===== src/sv/tes_pkg.sv =====
// Shared types, constants and a helper function for the timed event schedule table.
`default_nettype none

package tes_pkg;

    localparam int OP_W     = 2;
    localparam int LIGHT_W  = 9;
    localparam int DAY_W    = 4;
    localparam int MIN_W    = 11;
    localparam int KIND_W   = 2;
    localparam int SDAY_W   = 3;
    localparam int CNT_W    = 3;

    localparam int DEF_TABLE_DEPTH = 64;
    localparam int DEF_MAX_LIGHT   = 256;

    localparam logic [OP_W-1:0] OP_SCHED  = 2'd0;
    localparam logic [OP_W-1:0] OP_CANCEL = 2'd1;
    localparam logic [OP_W-1:0] OP_TICK   = 2'd2;

    localparam logic [KIND_W-1:0] KIND_STATUS  = 2'd0;
    localparam logic [KIND_W-1:0] KIND_LIGHT   = 2'd1;
    localparam logic [KIND_W-1:0] KIND_NOMATCH = 2'd2;

    localparam logic [DAY_W-1:0] DAY_MON     = 4'd0;
    localparam logic [DAY_W-1:0] DAY_SAT     = 4'd5;
    localparam logic [DAY_W-1:0] DAY_SUN     = 4'd6;
    localparam logic [DAY_W-1:0] DAY_EVERY   = 4'd7;
    localparam logic [DAY_W-1:0] DAY_WEEKDAY = 4'd8;
    localparam logic [DAY_W-1:0] DAY_WEEKEND = 4'd9;

    localparam logic [CNT_W-1:0] CNT_SINGLE  = 3'd1;
    localparam logic [CNT_W-1:0] CNT_EVERY   = 3'd7;
    localparam logic [CNT_W-1:0] CNT_WEEKDAY = 3'd5;
    localparam logic [CNT_W-1:0] CNT_WEEKEND = 3'd2;

    typedef struct packed {
        logic              action;
        logic [SDAY_W-1:0] day;
        logic [MIN_W-1:0]  minute;
        logic [LIGHT_W-1:0] light;
    } t_entry;

    typedef struct packed {
        logic              valid;
        logic [SDAY_W-1:0] first;
        logic [CNT_W-1:0]  count;
    } t_day_plan;

    typedef enum logic [2:0] {
        ST_IDLE,
        ST_DECIDE,
        ST_WRITE,
        ST_SCAN,
        ST_REPLY,
        ST_FLUSH
    } t_state;

    typedef struct packed {
        logic load;
        logic judge;
        logic wr_step;
        logic scan;
        logic reply;
        logic flush;
    } t_cmd;

    typedef struct packed {
        logic [OP_W-1:0] op;
        logic            reject;
        logic            wr_last;
        logic            scan_done;
    } t_status;

    function automatic t_day_plan decode_day(input logic [DAY_W-1:0] day);
        t_day_plan p;
        p = '{valid: 1'b0, first: '0, count: '0};
        case (day) inside
            [DAY_MON:DAY_SUN]: p = '{valid: 1'b1, first: day[SDAY_W-1:0], count: CNT_SINGLE};
            DAY_EVERY:   p = '{valid: 1'b1, first: DAY_MON[SDAY_W-1:0], count: CNT_EVERY};
            DAY_WEEKDAY: p = '{valid: 1'b1, first: DAY_MON[SDAY_W-1:0], count: CNT_WEEKDAY};
            DAY_WEEKEND: p = '{valid: 1'b1, first: DAY_SAT[SDAY_W-1:0], count: CNT_WEEKEND};
            default:     p = '{valid: 1'b0, first: '0, count: '0};
        endcase
        return p;
    endfunction

endpackage

`default_nettype wire


===== src/sv/timed_event_schedule_table.sv =====
// Top level of the timed event schedule table: controller plus datapath.
// Schedule: the result strobes after the 1, 2, 5 or 7 memory writes,
// or without any writes for a rejected or unknown transaction.
// Cancel and tick: unless a cancel is rejected, the memory is streamed one entry a cycle,
// and the final result strobes after the scan; tick light commands come out during the scan.
// A new start is taken in the cycle the final result strobes; results cannot be stalled.
// Synchronous active-low reset empties the table and idles the controller.
`default_nettype none

module timed_event_schedule_table
    import tes_pkg::*;
#(
    parameter int TABLE_DEPTH = DEF_TABLE_DEPTH,
    parameter int MAX_LIGHT   = DEF_MAX_LIGHT
) (
    input  wire logic               i_clk,
    input  wire logic               i_rst_n,
    input  wire logic               start,
    output logic                    busy,
    input  wire logic [OP_W-1:0]    i_op,
    input  wire logic [LIGHT_W-1:0] i_light_id,
    input  wire logic [DAY_W-1:0]   i_day,
    input  wire logic [MIN_W-1:0]   i_minute,
    input  wire logic               i_action,
    output logic                    o_strobe,
    output logic [KIND_W-1:0]       o_kind,
    output logic                    o_status,
    output logic [LIGHT_W-1:0]      o_cmd_light,
    output logic                    o_cmd_on,
    output logic                    o_last
);

    t_cmd    cmd;
    t_status status;

    tes_ctrl u_ctrl (
        .i_clk    (i_clk),
        .i_rst_n  (i_rst_n),
        .start    (start),
        .busy     (busy),
        .i_status (status),
        .o_cmd    (cmd)
    );

    tes_dp #(
        .TABLE_DEPTH (TABLE_DEPTH),
        .MAX_LIGHT   (MAX_LIGHT)
    ) u_dp (
        .i_clk        (i_clk),
        .i_rst_n      (i_rst_n),
        .i_cmd        (cmd),
        .o_status     (status),
        .i_op         (i_op),
        .i_light_id   (i_light_id),
        .i_day        (i_day),
        .i_minute     (i_minute),
        .i_action     (i_action),
        .o_strobe     (o_strobe),
        .o_kind       (o_kind),
        .o_status_bit (o_status),
        .o_cmd_light  (o_cmd_light),
        .o_cmd_on     (o_cmd_on),
        .o_last       (o_last)
    );

endmodule

`default_nettype wire


===== src/sv/tes_ctrl.sv =====
// Controller state machine that sequences schedule, cancel and tick transactions.
`default_nettype none

module tes_ctrl
    import tes_pkg::*;
(
    input  wire logic    i_clk,
    input  wire logic    i_rst_n,
    input  wire logic    start,
    output logic         busy,
    input  wire t_status i_status,
    output t_cmd         o_cmd
);

    t_state r_state;
    t_state n_state;

    always_ff @(posedge i_clk) begin
        if (!i_rst_n) begin
            r_state <= ST_IDLE;
        end else begin
            r_state <= n_state;
        end
    end

    always_comb begin
        n_state = r_state;
        case (r_state)
            ST_IDLE: begin
                if (start) begin
                    n_state = ST_DECIDE;
                end
            end
            ST_DECIDE: begin
                case (i_status.op)
                    OP_SCHED:  n_state = i_status.reject ? ST_REPLY : ST_WRITE;
                    OP_CANCEL: n_state = i_status.reject ? ST_REPLY : ST_SCAN;
                    OP_TICK:   n_state = ST_SCAN;
                    default:   n_state = ST_REPLY;
                endcase
            end
            ST_WRITE: begin
                if (i_status.wr_last) begin
                    n_state = ST_REPLY;
                end
            end
            ST_SCAN: begin
                if (i_status.scan_done) begin
                    n_state = (i_status.op == OP_TICK) ? ST_FLUSH : ST_REPLY;
                end
            end
            ST_REPLY: n_state = ST_IDLE;
            ST_FLUSH: n_state = ST_IDLE;
            default:  n_state = ST_IDLE;
        endcase
    end

    always_comb begin
        o_cmd = '0;
        busy  = 1'b1;
        case (r_state)
            ST_IDLE: begin
                busy       = 1'b0;
                o_cmd.load = start;
            end
            ST_DECIDE: o_cmd.judge   = 1'b1;
            ST_WRITE:  o_cmd.wr_step = 1'b1;
            ST_SCAN:   o_cmd.scan    = 1'b1;
            ST_REPLY:  o_cmd.reply   = 1'b1;
            ST_FLUSH:  o_cmd.flush   = 1'b1;
            default:   o_cmd         = '0;
        endcase
    end

endmodule

`default_nettype wire


===== src/sv/tes_dp.sv =====
// Datapath with the event memory, entry count, scan pointers and result registers.
`default_nettype none

module tes_dp
    import tes_pkg::*;
#(
    parameter int TABLE_DEPTH = DEF_TABLE_DEPTH,
    parameter int MAX_LIGHT   = DEF_MAX_LIGHT
) (
    input  wire logic               i_clk,
    input  wire logic               i_rst_n,
    input  wire t_cmd               i_cmd,
    output t_status                 o_status,
    input  wire logic [OP_W-1:0]    i_op,
    input  wire logic [LIGHT_W-1:0] i_light_id,
    input  wire logic [DAY_W-1:0]   i_day,
    input  wire logic [MIN_W-1:0]   i_minute,
    input  wire logic               i_action,
    output logic                    o_strobe,
    output logic [KIND_W-1:0]       o_kind,
    output logic                    o_status_bit,
    output logic [LIGHT_W-1:0]      o_cmd_light,
    output logic                    o_cmd_on,
    output logic                    o_last
);

    localparam int CW = $clog2(TABLE_DEPTH + 1);
    localparam int AW = $clog2(TABLE_DEPTH);

    t_entry r_mem [TABLE_DEPTH];

    logic [OP_W-1:0]    r_op;
    logic [LIGHT_W-1:0] r_light;
    logic [DAY_W-1:0]   r_day;
    logic [MIN_W-1:0]   r_minute;
    logic               r_action;
    logic               r_reject;
    logic [CW-1:0]      r_total;
    logic [CNT_W-1:0]   r_wr_cnt;
    logic [CW-1:0]      r_rd_idx;
    logic               r_rd_vld;
    t_entry             r_rd_data;
    logic [CW-1:0]      r_kept;
    logic               r_pend;
    logic [LIGHT_W-1:0] r_pend_light;
    logic               r_pend_on;

    logic               r_out_valid;
    logic [KIND_W-1:0]  r_out_kind;
    logic               r_out_status;
    logic [LIGHT_W-1:0] r_out_light;
    logic               r_out_on;
    logic               r_out_last;

    logic               n_out_valid;
    logic [KIND_W-1:0]  n_out_kind;
    logic               n_out_status;
    logic [LIGHT_W-1:0] n_out_light;
    logic               n_out_on;
    logic               n_out_last;

    t_day_plan plan;
    logic      light_ok;
    logic      room_ok;
    logic      judge_reject;
    logic      rd_more;
    logic      tick_hit;
    logic      cancel_hit;
    t_entry    wr_entry;

    assign plan     = decode_day(r_day);
    assign light_ok = r_light <= LIGHT_W'(MAX_LIGHT);
    assign room_ok  = ({1'b0, r_total} + (CW + 1)'(plan.count)) <= (CW + 1)'(TABLE_DEPTH);
    assign rd_more  = r_rd_idx != r_total;

    assign tick_hit   = ({1'b0, r_rd_data.day} == r_day) && (r_rd_data.minute == r_minute);
    assign cancel_hit = tick_hit && (r_rd_data.light == r_light);

    always_comb begin
        case (r_op)
            OP_SCHED:  judge_reject = !(light_ok && plan.valid && room_ok);
            OP_CANCEL: judge_reject = !light_ok;
            OP_TICK:   judge_reject = 1'b0;
            default:   judge_reject = 1'b1;
        endcase
    end

    always_comb begin
        wr_entry.action = r_action;
        wr_entry.day    = plan.first + r_wr_cnt;
        wr_entry.minute = r_minute;
        wr_entry.light  = r_light;
    end

    assign o_status.op        = r_op;
    assign o_status.reject    = judge_reject;
    assign o_status.wr_last   = (r_wr_cnt + CNT_W'(1)) == plan.count;
    assign o_status.scan_done = !rd_more && !r_rd_vld;

    always_ff @(posedge i_clk) begin
        if (i_cmd.wr_step) begin
            r_mem[r_total[AW-1:0]] <= wr_entry;
        end else if (i_cmd.scan && r_rd_vld && (r_op == OP_CANCEL) && !cancel_hit) begin
            r_mem[r_kept[AW-1:0]] <= r_rd_data;
        end
        if (i_cmd.scan && rd_more) begin
            r_rd_data <= r_mem[r_rd_idx[AW-1:0]];
        end
    end

    always_comb begin
        n_out_valid  = 1'b0;
        n_out_kind   = KIND_STATUS;
        n_out_status = 1'b0;
        n_out_light  = '0;
        n_out_on     = 1'b0;
        n_out_last   = 1'b0;
        if (i_cmd.scan && r_rd_vld && (r_op == OP_TICK) && tick_hit && r_pend) begin
            n_out_valid = 1'b1;
            n_out_kind  = KIND_LIGHT;
            n_out_light = r_pend_light;
            n_out_on    = r_pend_on;
        end
        if (i_cmd.reply) begin
            n_out_valid  = 1'b1;
            n_out_status = r_reject;
            n_out_last   = 1'b1;
        end
        if (i_cmd.flush) begin
            n_out_valid = 1'b1;
            n_out_last  = 1'b1;
            if (r_pend) begin
                n_out_kind  = KIND_LIGHT;
                n_out_light = r_pend_light;
                n_out_on    = r_pend_on;
            end else begin
                n_out_kind = KIND_NOMATCH;
            end
        end
    end

    always_ff @(posedge i_clk) begin
        if (!i_rst_n) begin
            r_total     <= '0;
            r_rd_vld    <= 1'b0;
            r_pend      <= 1'b0;
            r_out_valid <= 1'b0;
        end else begin
            r_out_valid <= n_out_valid;
            if (i_cmd.load) begin
                r_rd_vld <= 1'b0;
                r_pend   <= 1'b0;
            end
            if (i_cmd.wr_step) begin
                r_total <= r_total + CW'(1);
            end
            if (i_cmd.scan) begin
                r_rd_vld <= rd_more;
                if (r_rd_vld && (r_op == OP_TICK) && tick_hit) begin
                    r_pend <= 1'b1;
                end
            end
            if (i_cmd.reply && (r_op == OP_CANCEL) && !r_reject) begin
                r_total <= r_kept;
            end
        end
    end

    always_ff @(posedge i_clk) begin
        if (i_cmd.load) begin
            r_op     <= i_op;
            r_light  <= i_light_id;
            r_day    <= i_day;
            r_minute <= i_minute;
            r_action <= i_action;
            r_wr_cnt <= '0;
            r_rd_idx <= '0;
            r_kept   <= '0;
        end
        if (i_cmd.judge) begin
            r_reject <= judge_reject;
        end
        if (i_cmd.wr_step) begin
            r_wr_cnt <= r_wr_cnt + CNT_W'(1);
        end
        if (i_cmd.scan) begin
            if (rd_more) begin
                r_rd_idx <= r_rd_idx + CW'(1);
            end
            if (r_rd_vld && (r_op == OP_CANCEL) && !cancel_hit) begin
                r_kept <= r_kept + CW'(1);
            end
            if (r_rd_vld && (r_op == OP_TICK) && tick_hit) begin
                r_pend_light <= r_rd_data.light;
                r_pend_on    <= r_rd_data.action;
            end
        end
        r_out_kind   <= n_out_kind;
        r_out_status <= n_out_status;
        r_out_light  <= n_out_light;
        r_out_on     <= n_out_on;
        r_out_last   <= n_out_last;
    end

    assign o_strobe     = r_out_valid;
    assign o_kind       = r_out_kind;
    assign o_status_bit = r_out_status;
    assign o_cmd_light  = r_out_light;
    assign o_cmd_on     = r_out_on;
    assign o_last       = r_out_last;

endmodule

`default_nettype wire


===== config.mk =====
export PLATFORM = sky130hd
export DESIGN_NAME = timed_event_schedule_table
export DESIGN_NICKNAME = d
export VERILOG_FILES = /design/src/sv/tes_pkg.sv /design/src/sv/timed_event_schedule_table.sv /design/src/sv/tes_ctrl.sv /design/src/sv/tes_dp.sv
export SDC_FILE = /design/constraint.sdc
export NUM_CORES = 1
export LEC_CHECK = 0
export BUFFER_PORTS_ARGS = -buffer_cell sky130_fd_sc_hd__buf_4
export CORE_ASPECT_RATIO = 0.9
export CORE_MARGIN = 8
export CORE_UTILIZATION = 60
export DETAILED_ROUTE_END_ITERATION = 10
export HOLD_SLACK_MARGIN = 0.05
export PLACE_DENSITY = 0.76
export SETUP_SLACK_MARGIN = 0.3
export SLEW_MARGIN = 20
export SYNTH_ARGS = -nofsm -noshare
export SYNTH_HDL_FRONTEND = slang
export SYNTH_SLANG_ARGS = --single-unit

===== constraint.sdc =====
create_clock -name i_clk -period 8.2 [get_ports i_clk]
set_input_delay 1.64 -clock i_clk [delete_from_list [all_inputs] [get_ports i_clk]]
set_output_delay 1.64 -clock i_clk [all_outputs]
set_load 0.03 [all_outputs]

==> run_results.csv <==
group,metric,value,unit
sta,fin_crit_sh,57.2,%
flow_run,drv_cap,0,
clock_tree,numCtsBuffers,155,
synth,synth.cells.most_frequent,"edfxtp_1, mux4_2, nand2_1",
sta,tns,0,ns
routing,routed_wl,158000,um
synth,synth_fa_ha_area_share,0.221,%
finish,fin_cells,4462,
clock_tree,postCtsHoldBufs,0,
routing,ant_nets,0,
synth,synth-warning-count,0,
die,die_y,324,um
placement,hpwl,86700,um
critical_path,r2r_start,"u_dp.r_day[0]",
sta,max_clock_freq,213,MHz
synth,synth_compound_area_share,1.32,%
sta,slew_violations,0,
synth,synth_xor_area_share,0.552,%
clock_tree,postCtsResizedCells,0,
critical_path,cp.arrival,5.05,ns
sta,fin_skew,0.0368,ns
synth,syn_nets,2839,
synth,ys.flop_type,"edfxtp_1",
pwr,p_switching,3.77,mW
sta,period_needed,4.69,ns
synth,synth.distinct_cells,57,
synth,synth_edf_count,1601,
pwr,pwr-share-clk,40.6,%
finish,nets,2992,
critical_path,start_kind,"flop",
finish,utilization,67.7,%
placement,io_buffers,45,
critical_path,crit_start,"u_dp.r_day[0]",
die,core-area,105000,um^2
global_route,grt_pass1_vias,30800,
global_route,gr-usage-all-layers,27.3,%
sta,finalSetupViolations,0,
global_route,grt_pass1_wl,226000,um
sta,tightest_slew,1.15,ns
routing,drtIter0Drc,4416,
clock_tree,clock_latency,0.77,ns
pwr,p_int,13.8,mW
global_route,grt_max_degree,123,
sta,rsz0062_at_grt,"false",
routing,firstDrtPassIters,6,
die,floorplan.rows,113,
critical_path,crit_path_cell_trace,"xnor2_1, nand4_1, nor4_1, and4_1, or2_1, buf_4, mux2i_1, buf_4, nor2_4",
pwr,p_leak,21.5,nW
critical_path,path_class,"flop to flop",
synth,async_flop_share,0,%
die,ios,46,
routing,drc,0,
sta,slew_headroom,23.2,%
synth,syn_area_per_cell,22.7,um^2
global_route,overflow,0,
clock_tree,clk_pin_slew_worst_paths,0.06,ns
synth,synth_cells,2799,
clock_tree,root_buffer,"clkbuf_16",
sta,fin_hold_ws,0.444,ns
synth,synth_top_family_by_area,"multiplexers",
die,design.die.area,116000,um^2
pwr,seqPwrFrac,54.8,%
clock_tree,post_cts_buffers,0,
critical_path,worstSetupEndpointType,"flop",
pwr,pwr-share-comb,4.6,%
synth,synth_top_area_share,75.8,%
sta,finalHoldViolCount,0,
synth,synth_simple_gate_area_share,2.35,%
placement,gp_congestion,0.912,
pwr,pwr_density_cell,246,nW/um^2
hold_path,hp-class,"flop to flop",
pwr,total_power,17.5,mW
clock_tree,cts_tree,"built",
synth,synth_mux_area_share,17.3,%
routing,drt-wirelength-per-cell,35.4,um
critical_path,crit_slowest_cell,"nor2_4",
finish,areaGrowthSynthToFinish,12.3,%
routing,vias_per_cell,6.88,
clock_tree,cts.sinks,1642,
synth,synth_seq_cells,1642,
die,dieWidth,359,um
clock_tree,h-tree-depth,4,
synth,yosysSeqAreaShare,77.1,%
routing,vias,30700,
pwr,ir_drop,0.000232,V
synth,yosysMostFrequentCell,"edfxtp_1",
clock_tree,cts_buffer_depth,3,
critical_path,slowest_delay,0.78,ns
critical_path,required,8.56,ns
global_route,antenna_found_initial,7,
synth,synth_top_area_cell,"edfxtp_1",
die,initial_core_util,60.3,%
outcome,status,"finished, final reports clean",
placement,dp_cells,4175,
synth,netlist_area,63400,um^2
pwr,switching_share,21.5,%
synth,synth_area_leaders,"edfxtp_1, mux4_2, dfxtp_1, nand2_1, o22ai_1",
finish,drive_gt1_share,31.2,%
critical_path,path_max_fanout,38,
hold_path,min_from,"u_dp.r_pend_light[6]",
critical_path,crit_top_cell,"buf_4",
==> worst max-delay path, delay by kind of cell, from the launching register on <==
kind,cells,cell delay [ns]
xor+xnor,1,0.19
buf+inv,2,0.76
flops,1,0.53
mux,1,0.44
simple gates,5,2.34
==> metal layers <==
layer | wire length [um] | global-route usage (%)
met4 | 6370 | 10.4
met2 | 75100 | 41.4
met1 | 60000 | 39.2
met3 | 16500 | 6.23
met5 | 0 | 0
==> metrics by stage <==
step           worst slack (ns)  cell area, um^2
2_1_floorplan              3.32            63400
3_3_place_gp               3.68            66200
3_5_place_dp               3.67            66200
4_1_cts                    3.64            71200
5_1_grt                    3.40            71200
6_report                   3.51            71200
==> placed cells by master, fill, tap and decap left out, types with 32 or more instances in the layout <==
master,count
nor3_2,47
dfxtp_1,36
edfxtp_1,1601
buf_4,149
mux4_2,480
clkbuf_16,165
o22ai_1,51
nor2_1,63
clkbuf_1,32
nand2_1,73
==> cells by family (layout without fill, tap and decap cells) <==
family / after synthesis / after routing
flip-flops: 1642 / 1642
multiplexers: 495 / 495
other: 0 / 4
AO/OA/AOI/OAI: 131 / 131
buffers and inverters: 172 / 451
adder cells (fa/ha/maj): 10 / 10
AND/OR/NAND/NOR: 309 / 309
XOR/XNOR: 40 / 40
==> final cells by class <==
cell class | count | area, um^2
Clock buffer | 198 | 4260
Inverter | 12 | 45.0
Tap cell | 1380 | 1730
Clock inverter | 85 | 746
Timing Repair Buffer | 156 | 1250
Multi-Input combinational cell | 985 | 14300
Fill cell | 6304 | 34000
Sequential cell | 1642 | 48900
Antenna cell | 4 | 10.0
==> final timing paths <==
check | end | slack [ns] | cells past startpoint
setup / recovery | u_dp.r_mem[54][17] | 3.51 | 9
hold / removal | u_dp.o_cmd_light[6] | 0.44 | 1
setup reg to reg | u_dp.r_mem[54][17] | 3.51 | 9
hold reg to reg | u_dp.o_cmd_light[6] | 0.44 | 1
==> registers in the layout (all words and copies together), names as in the netlist, 2 cells and up <==
register	flops
u_dp.r_op	2
u_dp.r_mem	1536
u_dp.r_rd_data	24
u_dp.r_day	4
u_dp.r_rd_idx	7
u_dp.o_kind	2
u_dp.r_pend_light	9
u_dp.r_kept	7
u_dp.r_wr_cnt	3
u_dp.r_light	9
u_dp.r_minute	11
u_dp.o_cmd_light	9
u_dp.r_total	7
u_ctrl.r_state	3
==> power by group through the flow <==
stage | sequential [mW] | clock (mW) | combinational, mW
2_1_floorplan | 9.80 | 0 | 0.360
3_3_place_gp | 9.79 | 0 | 0.742
3_5_place_dp | 9.79 | 0 | 0.794
4_1_cts | 9.61 | 7.20 | 0.797
5_1_grt | 9.61 | 7.52 | 0.845
6_report | 9.61 | 7.12 | 0.803
(Power assumes the default switching activity.)
